[config.mk]
export PLATFORM = sky130hd
export DESIGN_NAME = debounced_button_pwm_duty_stepper_core
export DESIGN_NICKNAME = d
export VERILOG_FILES = /design/src/sv/dbps_pkg.sv /design/src/sv/dbps_cfg.sv /design/src/sv/dbps_tick.sv /design/src/sv/debounced_button_pwm_duty_stepper_core.sv
export SDC_FILE = /design/constraint.sdc
export NUM_CORES = 1
export LEC_CHECK = 0
export CELL_PAD_IN_SITES_DETAIL_PLACEMENT = 0
export CELL_PAD_IN_SITES_GLOBAL_PLACEMENT = 1
export CORE_MARGIN = 1
export CORE_UTILIZATION = 52
export CTS_CLUSTER_SIZE = 30
export DETAILED_ROUTE_END_ITERATION = 6
export DONT_BUFFER_PORTS = 1
export GPL_TIMING_DRIVEN = 0
export HOLD_SLACK_MARGIN = 0.1
export MAX_ROUTING_LAYER = met4
export PLACE_DENSITY = 0.79
export SETUP_SLACK_MARGIN = 0.02
export SLEW_MARGIN = 40
export SYNTH_ARGS = -nofsm -noshare
export SYNTH_HDL_FRONTEND = slang
export SYNTH_HIERARCHICAL = 1
export SYNTH_SLANG_ARGS = --single-unit
[constraint.sdc]
create_clock -name clk_i -period 6.7 [get_ports clk_i]
set_input_delay 1.34 -clock clk_i [delete_from_list [all_inputs] [get_ports clk_i]]
set_output_delay 1.34 -clock clk_i [all_outputs]
set_load 0.005 [all_outputs]
[src/sv/dbps_pkg.sv]
package dbps_pkg;

  // register file layout
  localparam int unsigned CfgIdxW  = 3;
  localparam int unsigned CfgDataW = 16;
  localparam int unsigned DutyW    = 16;
  localparam int unsigned PreW     = 4;
  localparam int unsigned PreCntW  = 3;

  typedef enum logic [CfgIdxW-1:0] {
    CFG_PWM_PERIOD    = 3'd0,
    CFG_DUTY_STEP     = 3'd1,
    CFG_DUTY_INITIAL  = 3'd2,
    CFG_LOCKOUT_TICKS = 3'd3,
    CFG_PWM_PRESCALE  = 3'd4
  } cfg_idx_e;

  // reset values of the registers
  localparam logic [DutyW-1:0] PwmPeriodRst    = 16'd1000;
  localparam logic [DutyW-1:0] DutyStepRst     = 16'd100;
  localparam logic [DutyW-1:0] DutyInitialRst  = 16'd500;
  localparam logic [DutyW-1:0] LockoutTicksRst = 16'd10000;
  localparam logic [PreW-1:0]  PwmPrescaleRst  = 4'd2;

  // prescaler divide limits
  localparam logic [PreW-1:0] PreMin = 4'd1;
  localparam logic [PreW-1:0] PreMax = 4'd8;

  typedef struct packed {
    logic [DutyW-1:0] pwm_period;
    logic [DutyW-1:0] duty_step;
    logic [DutyW-1:0] duty_initial;
    logic [DutyW-1:0] lockout_ticks;
    logic [PreW-1:0]  pwm_prescale;
  } cfg_t;

  typedef struct packed {
    logic             pwm_out;
    logic             indicator;
    logic [DutyW-1:0] duty_level;
    logic             button_armed;
  } result_t;

endpackage

[src/sv/dbps_cfg.sv]
module dbps_cfg (
  input  logic                          clk_i,
  input  logic                          rst_ni,
  input  logic                          cfg_we_i,
  input  logic [dbps_pkg::CfgIdxW-1:0]  cfg_idx_i,
  input  logic [dbps_pkg::CfgDataW-1:0] cfg_wdata_i,
  output dbps_pkg::cfg_t                cfg_o,
  output logic                          duty_ld_o
);
  import dbps_pkg::*;

  cfg_t cfg_q;

  // register writes, unknown indexes are dropped
  always_ff @(posedge clk_i or negedge rst_ni) begin
    if (!rst_ni) begin
      cfg_q.pwm_period    <= PwmPeriodRst;
      cfg_q.duty_step     <= DutyStepRst;
      cfg_q.duty_initial  <= DutyInitialRst;
      cfg_q.lockout_ticks <= LockoutTicksRst;
      cfg_q.pwm_prescale  <= PwmPrescaleRst;
    end else if (cfg_we_i) begin
      case (cfg_idx_i)
        CFG_PWM_PERIOD:    cfg_q.pwm_period    <= cfg_wdata_i;
        CFG_DUTY_STEP:     cfg_q.duty_step     <= cfg_wdata_i;
        CFG_DUTY_INITIAL:  cfg_q.duty_initial  <= cfg_wdata_i;
        CFG_LOCKOUT_TICKS: cfg_q.lockout_ticks <= cfg_wdata_i;
        CFG_PWM_PRESCALE:  cfg_q.pwm_prescale  <= cfg_wdata_i[PreW-1:0];
        default: ;
      endcase
    end
  end

  // a write of the initial duty also reloads the live duty
  assign duty_ld_o = cfg_we_i && (cfg_idx_i == CFG_DUTY_INITIAL);
  assign cfg_o     = cfg_q;

endmodule

[src/sv/dbps_tick.sv]
module dbps_tick #(
  parameter int unsigned COUNT_WIDTH = 16
) (
  input  logic                         clk_i,
  input  logic                         rst_ni,
  input  logic                         adv_i,
  input  logic                         level_i,
  input  dbps_pkg::cfg_t               cfg_i,
  input  logic                         duty_ld_i,
  input  logic [dbps_pkg::DutyW-1:0]   duty_ld_val_i,
  output dbps_pkg::result_t            res_o
);
  import dbps_pkg::*;

  localparam int unsigned CmpW = (COUNT_WIDTH > DutyW) ? COUNT_WIDTH : DutyW;

  logic [COUNT_WIDTH-1:0] pwm_cnt_q, pwm_cnt_d;
  logic [COUNT_WIDTH-1:0] lock_cnt_q, lock_cnt_d;
  logic [PreCntW-1:0]     pre_cnt_q, pre_cnt_d;
  logic [DutyW-1:0]       duty_q, duty_d;
  logic                   armed_q, armed_d;
  logic                   exp_fall_q, exp_fall_d;
  logic                   last_lvl_q, last_lvl_d;
  logic                   led_q, led_d;

  logic                   falling, rising, hit;
  logic [DutyW:0]         duty_sum;
  logic [PreW-1:0]        div;
  logic [PreW-1:0]        pre_next;
  logic [CmpW-1:0]        pwm_cnt_x, pwm_cnt_dx, period_x, lock_cnt_x, lock_ticks_x, duty_dx;

  // operands widened to a common compare width
  assign pwm_cnt_x    = CmpW'(pwm_cnt_q);
  assign pwm_cnt_dx   = CmpW'(pwm_cnt_d);
  assign period_x     = CmpW'(cfg_i.pwm_period);
  assign lock_cnt_x   = CmpW'(lock_cnt_q);
  assign lock_ticks_x = CmpW'(cfg_i.lockout_ticks);
  assign duty_dx      = CmpW'(duty_d);

  // edge detect against the previous level
  assign falling  = last_lvl_q && !level_i;
  assign rising   = !last_lvl_q && level_i;
  assign hit      = exp_fall_q ? falling : rising;
  assign duty_sum = {1'b0, duty_q} + {1'b0, cfg_i.duty_step};

  // clamp prescale to 1..8
  always_comb begin
    if (cfg_i.pwm_prescale < PreMin) begin
      div = PreMin;
    end else if (cfg_i.pwm_prescale > PreMax) begin
      div = PreMax;
    end else begin
      div = cfg_i.pwm_prescale;
    end
  end

  assign pre_next = {1'b0, pre_cnt_q} + PreW'(1);

  // next state for one tick
  always_comb begin
    pwm_cnt_d  = pwm_cnt_q;
    lock_cnt_d = lock_cnt_q;
    pre_cnt_d  = pre_cnt_q;
    duty_d     = duty_q;
    armed_d    = armed_q;
    exp_fall_d = exp_fall_q;
    last_lvl_d = last_lvl_q;
    led_d      = led_q;

    if (adv_i) begin
      // button: accept the expected edge or run the lockout
      if (armed_q) begin
        if (hit) begin
          if (exp_fall_q) begin
            if (duty_q < cfg_i.pwm_period) begin
              duty_d = duty_sum[DutyW] ? {DutyW{1'b1}} : duty_sum[DutyW-1:0];
            end else begin
              duty_d = '0;
            end
          end
          exp_fall_d = !exp_fall_q;
          led_d      = !led_q;
          armed_d    = 1'b0;
          lock_cnt_d = '0;
        end
      end else begin
        if (lock_cnt_x >= lock_ticks_x) begin
          armed_d    = 1'b1;
          lock_cnt_d = '0;
        end else begin
          lock_cnt_d = lock_cnt_q + COUNT_WIDTH'(1);
        end
      end
      last_lvl_d = level_i;

      // prescaler and pwm counter
      if (pre_next >= div) begin
        pre_cnt_d = '0;
        if (pwm_cnt_x >= period_x) begin
          pwm_cnt_d = '0;
        end else begin
          pwm_cnt_d = pwm_cnt_q + COUNT_WIDTH'(1);
        end
      end else begin
        pre_cnt_d = pre_next[PreCntW-1:0];
      end
    end

    if (duty_ld_i) begin
      duty_d = duty_ld_val_i;
    end
  end

  // state registers
  always_ff @(posedge clk_i or negedge rst_ni) begin
    if (!rst_ni) begin
      pwm_cnt_q  <= '0;
      lock_cnt_q <= '0;
      pre_cnt_q  <= '0;
      duty_q     <= DutyInitialRst;
      armed_q    <= 1'b1;
      exp_fall_q <= 1'b1;
      last_lvl_q <= 1'b1;
      led_q      <= 1'b0;
    end else begin
      pwm_cnt_q  <= pwm_cnt_d;
      lock_cnt_q <= lock_cnt_d;
      pre_cnt_q  <= pre_cnt_d;
      duty_q     <= duty_d;
      armed_q    <= armed_d;
      exp_fall_q <= exp_fall_d;
      last_lvl_q <= last_lvl_d;
      led_q      <= led_d;
    end
  end

  // result shows the state after this tick
  assign res_o.pwm_out      = pwm_cnt_dx < duty_dx;
  assign res_o.indicator    = led_d;
  assign res_o.duty_level   = duty_d;
  assign res_o.button_armed = armed_d;

endmodule

[src/sv/debounced_button_pwm_duty_stepper_core.sv]
// Push-button PWM duty stepper. Each input beat is one tick carrying the raw
// level of a pulled-up button; each tick yields exactly one result beat with
// the PWM output, indicator, current duty and armed flag as they stand after
// that tick. One beat is accepted per clock cycle unless the input side
// stalls; a beat passes through an input register and the tick logic into a
// result register, from which its result is offered. The input side stalls
// only while both the input register and the result register are full and
// the result beat is stalled. Configuration writes take effect at the write
// edge and must be made with no beat in flight; writing the initial duty also
// reloads the live duty.
module debounced_button_pwm_duty_stepper_core #(
  parameter int unsigned COUNT_WIDTH = 16
) (
  input  logic                          clk_i,
  input  logic                          rst_ni,
  // tick input
  input  logic                          in_valid_i,
  output logic                          in_stall_o,
  input  logic                          button_level_i,
  // result output
  output logic                          out_valid_o,
  input  logic                          out_stall_i,
  output logic                          pwm_out_o,
  output logic                          indicator_o,
  output logic [dbps_pkg::DutyW-1:0]    duty_level_o,
  output logic                          button_armed_o,
  // configuration
  input  logic                          cfg_we_i,
  input  logic [dbps_pkg::CfgIdxW-1:0]  cfg_idx_i,
  input  logic [dbps_pkg::CfgDataW-1:0] cfg_wdata_i
);
  import dbps_pkg::*;

  cfg_t    cfg;
  logic    duty_ld;
  result_t res_d, res_q;

  logic in_valid_q, in_valid_d;
  logic level_q;
  logic out_valid_q;
  logic out_ready, adv, in_accept;

  dbps_cfg u_cfg (
    .clk_i       (clk_i),
    .rst_ni      (rst_ni),
    .cfg_we_i    (cfg_we_i),
    .cfg_idx_i   (cfg_idx_i),
    .cfg_wdata_i (cfg_wdata_i),
    .cfg_o       (cfg),
    .duty_ld_o   (duty_ld)
  );

  // handshake between the two register stages
  assign out_ready  = !out_valid_q || !out_stall_i;
  assign adv        = in_valid_q && out_ready;
  assign in_stall_o = in_valid_q && !out_ready;
  assign in_accept  = in_valid_i && !in_stall_o;

  always_comb begin
    in_valid_d = in_valid_q;
    if (in_accept) begin
      in_valid_d = 1'b1;
    end else if (adv) begin
      in_valid_d = 1'b0;
    end
  end

  // input register
  always_ff @(posedge clk_i or negedge rst_ni) begin
    if (!rst_ni) begin
      in_valid_q <= 1'b0;
    end else begin
      in_valid_q <= in_valid_d;
    end
  end

  always_ff @(posedge clk_i) begin
    if (in_accept) begin
      level_q <= button_level_i;
    end
  end

  dbps_tick #(
    .COUNT_WIDTH (COUNT_WIDTH)
  ) u_tick (
    .clk_i         (clk_i),
    .rst_ni        (rst_ni),
    .adv_i         (adv),
    .level_i       (level_q),
    .cfg_i         (cfg),
    .duty_ld_i     (duty_ld),
    .duty_ld_val_i (cfg_wdata_i),
    .res_o         (res_d)
  );

  // result register
  always_ff @(posedge clk_i or negedge rst_ni) begin
    if (!rst_ni) begin
      out_valid_q <= 1'b0;
    end else if (out_ready) begin
      out_valid_q <= adv;
    end
  end

  always_ff @(posedge clk_i) begin
    if (adv) begin
      res_q <= res_d;
    end
  end

  assign out_valid_o    = out_valid_q;
  assign pwm_out_o      = res_q.pwm_out;
  assign indicator_o    = res_q.indicator;
  assign duty_level_o   = res_q.duty_level;
  assign button_armed_o = res_q.button_armed;

endmodule

== Yosys cells after proc, flatten, opt, wreduce, memory -nomap -nowiden ==
Index checks and enable logic that the tools add are counted.

* Flip-flop bits (word level): 129
* Logic and storage cells: 84

* $add $sub $neg: 4
* Order comparisons: 7
* Eq/ne operators: 5
* Mux-type cells: 26
* Reduce and logical (&&, ||, !) cells: 23

{| class="wikitable"
|+ Operator list
! cell !! count
|-
| two-way mux 16 bit || 13
|-
| adder 16 x 1 -> 16 bit, second input constant || 2
|-
| >= comparator 16 bit || 2
|-
| < comparator 16 bit || 2
|-
| adder 16 x 16 -> 17 bit || 1
|-
| two-way mux 1 bit || 10
|-
| AND reduction 2 bit || 5
|-
| logical NOT 1 bit || 8
|-
| two-way mux 4 bit || 2
|-
| == test 3 x 2 -> 1 bit, second input constant || 2
|-
| logical AND 1 bit || 6
|-
| adder 3 x 1 -> 4 bit, second input constant || 1
|-
| >= comparator 4 bit || 1
|-
| > comparator 4 bit, second input constant || 1
|-
| < comparator 4 x 1 -> 1 bit, second input constant || 1
|-
| == test 3 x 1 -> 1 bit, second input constant || 1
|-
| == test 3 bit, second input constant || 1
|-
| logical NOT 3 bit || 1
|-
| two-way mux 3 bit || 1
|-
| AND reduction 3 bit || 1
|-
| inequality test 2 bit, second input constant || 1
|-
| nonzero test 2 bit || 1
|-
| logical OR 1 bit || 1
|}

== Longest topological paths before layout ==
* Depth after elaboration: 9
* Gate-level depth with buffers: 19
* Depth with buffers taken out: 19

== By module ==
Netlist, hierarchy kept.

{| class="wikitable"
|+ By module, submodules not included
! module !! times used !! cells each !! area each (sq um)
|-
| dbps_tick || 1 || 604 || 5,242.5
|-
| dbps_cfg || 1 || 147 || 2,635.0
|-
| debounced_button_pwm_duty_stepper_core || 1 || 28 || 693.2
|}

== Worst setup path before layout ==
No wires, ideal clock.

* Path kind: input -> register
* Start: input port out_stall_i
* End: register res_q, in the netlist pwm_out_o, data pin
* Library setup time: 0.133 ns
* Arrival: 6.122 ns
* Data required time: 6.567 ns
* Setup slack: 0.446 ns
* Stages: 15
* Cells stage by stage: a21boi_0 > buf_2 > nand3_1 > nor3_1 > nand3_1 > xor2_1 > nor2_1 > ha_1 > a21o_1 > a21o_1 > a21o_2 > a2111oi_0 > o21ai_0 > a221oi_1 > a41o_1

{| class="wikitable"
|+ RTL lines
! what !! line !! text
|-
| from (decl) || debounced_button_pwm_duty_stepper_core.sv:22 || <nowiki>input logic out_stall_i,</nowiki>
|-
| to (signal assigned) || debounced_button_pwm_duty_stepper_core.sv:107 || <nowiki>res_q <= res_d;</nowiki>
|-
| to (decl) || debounced_button_pwm_duty_stepper_core.sv:36 || <nowiki>result_t res_d, res_q;</nowiki>
|}

==> impl_metrics.csv <==
group,metric,value,unit
status,outcome,"finished, final reports clean",
sta,slew_viol_final,0,
power_and_ir_drop,p_sw,1.23,mW
sta,fin_hold_ws,476,ps
synthesis,syn-cell-area,7980,sq um
setup_path,critPathSlowestCell,"nor3_1",
clocking,cts_buffers,17,
sta,setup_ws,1300,ps
sta,min_period,5400,ps
setup_path,endpoint_kind,"flop",
place,hpwl,14.3,mm
clocking,clock-sinks,129,
grt,first_global_vias,5838,
place,portBuffers,0,
grt,antenna_found_initial,0,
sta,finalSetupViolCount,0,
grt,grt_max_degree,110,
setup_path,critPathArrivalTime,5680,ps
power_and_ir_drop,power.total,3.51,mW
power_and_ir_drop,p_clk_share,28.5,%
floorplan,coreArea,14800,sq um
finish,nets,878,
floorplan,num_io_pins,46,
setup_path,max_stage_delay,780,ps
setup_path,cp.required,6990,ps
clocking,post_cts_resized,0,
floorplan,die_area,15900,sq um
place,place_ws,970,ps
detailed_routing,first_pass_iters,4,
finish,syn2layout_area_growth,11.4,%
clocking,cts_buffer_depth,2,
sta,fin_skew,5.70,ps
place,place_congestion,0.829,
grt,grtUsageTotal,26.2,%
floorplan,rows,44,
power_and_ir_drop,vdd_drop_max,0.000233,V
sta,tightest_slew,828,ps
finish,drive_above_1_share,19.4,%
power_and_ir_drop,comb_power_share,37.7,%
detailed_routing,wl_per_cell,19.3,microns
detailed_routing,drt-total-wl,18.6,mm
finish,antenna_cells,0,
sta,setup_tns,0,ps
detailed_routing,drc,0,
clocking,cts-htree-levels,4,
grt,grt.overflow.total,0,
setup_path,start_kind,"input port",
hold_path,hold_path_class,"reg2reg",
power_and_ir_drop,p_per_area,394,nW/um^2
floorplan,die_y,126,microns
clocking,cts_tree,"yes",
power_and_ir_drop,netSwitchingFraction,35.2,%
detailed_routing,vias_per_cell,5.97,
finish,fill_cells,1204,
sta,layout_worst_path_cycle_share,80.5,%
sta,hold_viol,0,
detailed_routing,drtIter0Drc,396,
power_and_ir_drop,p_seq_share,33.7,%
clocking,clk_root_buffer_cell,"clkbuf_16",
clocking,post_cts_buffers,0,
clocking,cts-hold-fix-buffers,0,
grt,grt_pass1_wl,30.5,mm
clocking,insertion_delay,420,ps
detailed_routing,drtAntennaViolNets,0,
synthesis,yosys_warnings,6,
synthesis,synthesis.nets,858,
setup_path,path_class,"in2reg",
clocking,clkTransAtPathRegs,60,ps
floorplan,start_util,54.1,%
sta,fmax,185,MHz
sta,rsz0062_at_grt,"false",
detailed_routing,vias,5757,
setup_path,crit_fanout,11,
synthesis,synth_area_per_cell,10.7,sq um
power_and_ir_drop,power.internal,2.27,mW
setup_path,crit_chain,"a21boi_4 > buf_2 > nand3_1 > nor3_1 > nand3_1 > xor2_1 > nor2_1 > ha_1 > a21o_1 > a21o_1 > a21o_2 > a2111oi_0 > o21ai_0 > a221oi_1 > a41o_1",
power_and_ir_drop,p_leak,4.12,nW
sta,max_slew_margin,44.4,%
run,drv_cap,0,
floorplan,die_w,126,microns
synthesis,syn_inst,747,
flip-flops by register name, indices dropped and copies added (netlist names):
name               cells
u_cfg/cfg_o           52
u_tick/led_q           1
u_tick/exp_fall_q      1
u_tick/last_lvl_q      1
button_armed_o         1
level_q                1
pwm_out_o              1
u_tick/armed_q         1
u_tick/pre_cnt_q       3
indicator_o            1
u_tick/pwm_cnt_q      16
u_tick/duty_q         16
out_valid_o            1
u_tick/lock_cnt_q     16
duty_level_o          16
in_valid_q             1
per-layer routing:
metal | track usage [%] | part of all wire [%]
met3 | 6.16 | 4.2
met1 | 33.9 | 48
met4 | 7.87 | 1.5
met5 | - | 0
met2 | 40.9 | 47
critical path, delay by kind of cell:
kind                     cells  cell delay (ps)
AO/OA/AOI/OAI                8             2130
AND/OR/NAND/NOR              4             1420
buffers and inverters        1              320
adder cells (fa/ha/maj)      1              290
XOR/XNOR                     1              180
through the flow:
stage | std cells | utilization [%] | area, sq um
after floorplan | 747 | - | 7980
after global placement | 931 | 55.7 | 8210
after detailed placement | 932 | 55.9 | 8250
after CTS | 964 | 60.3 | 8900
after global routing | 964 | 60.3 | 8900
final | 964 | 60.3 | 8900
layout by cell type (no fill, tap or decap), types with 10 or more instances in the layout:
cell	count
a21oi_1	46
clkbuf_16	17
mux2_2	59
nand2_1	61
inv_1	41
dfstp_2	24
nor2_1	36
o21ai_0	57
dfrtp_1	85
edfxtp_1	20
ha_1	85
xor2_1	19
nand3_1	15
nand2b_1	10
and3_1	18
worst paths after layout:
| check | from | end | slack, ps | cells past startpoint |
|---|---|---|---|---|
| worst max register to register | out_valid_o | pwm_out_o | 1720 | 15 |
| worst min-delay path | u_tick/led_q | u_tick/led_q | 480 | 1 |
| max in group asynchronous | rst_ni | u_cfg/cfg_o[61] | 5810 | 0 |
| min in group asynchronous | rst_ni | u_tick/lock_cnt_q[4] | 610 | 0 |
| worst max-delay path | out_stall_i | pwm_out_o | 1300 | 15 |
| worst min register to register | u_tick/led_q | u_tick/led_q | 480 | 1 |
cell type report:
type	count	area, sq um	area share, %
multi-input cells	558	4350	48.9
clock inverters	10	154	1.73
repair buffers	1	15.0	0.169
flip-flops and latches	129	3360	37.7
inverters	42	158	1.77
plain buffers	18	139	1.56
well taps	184	230	2.59
clock buffers	22	494	5.56
power groups by stage:
stage	clock network (mW)	registers, mW	logic, mW
after floorplan	0	1.14	1.01
after global placement	0	1.19	1.26
after detailed placement	0	1.20	1.30
after CTS	1.02	1.19	1.32
after global routing	1.05	1.21	1.49
final	1.00	1.18	1.32
Note: power is estimated with default switching activity, not from simulation.
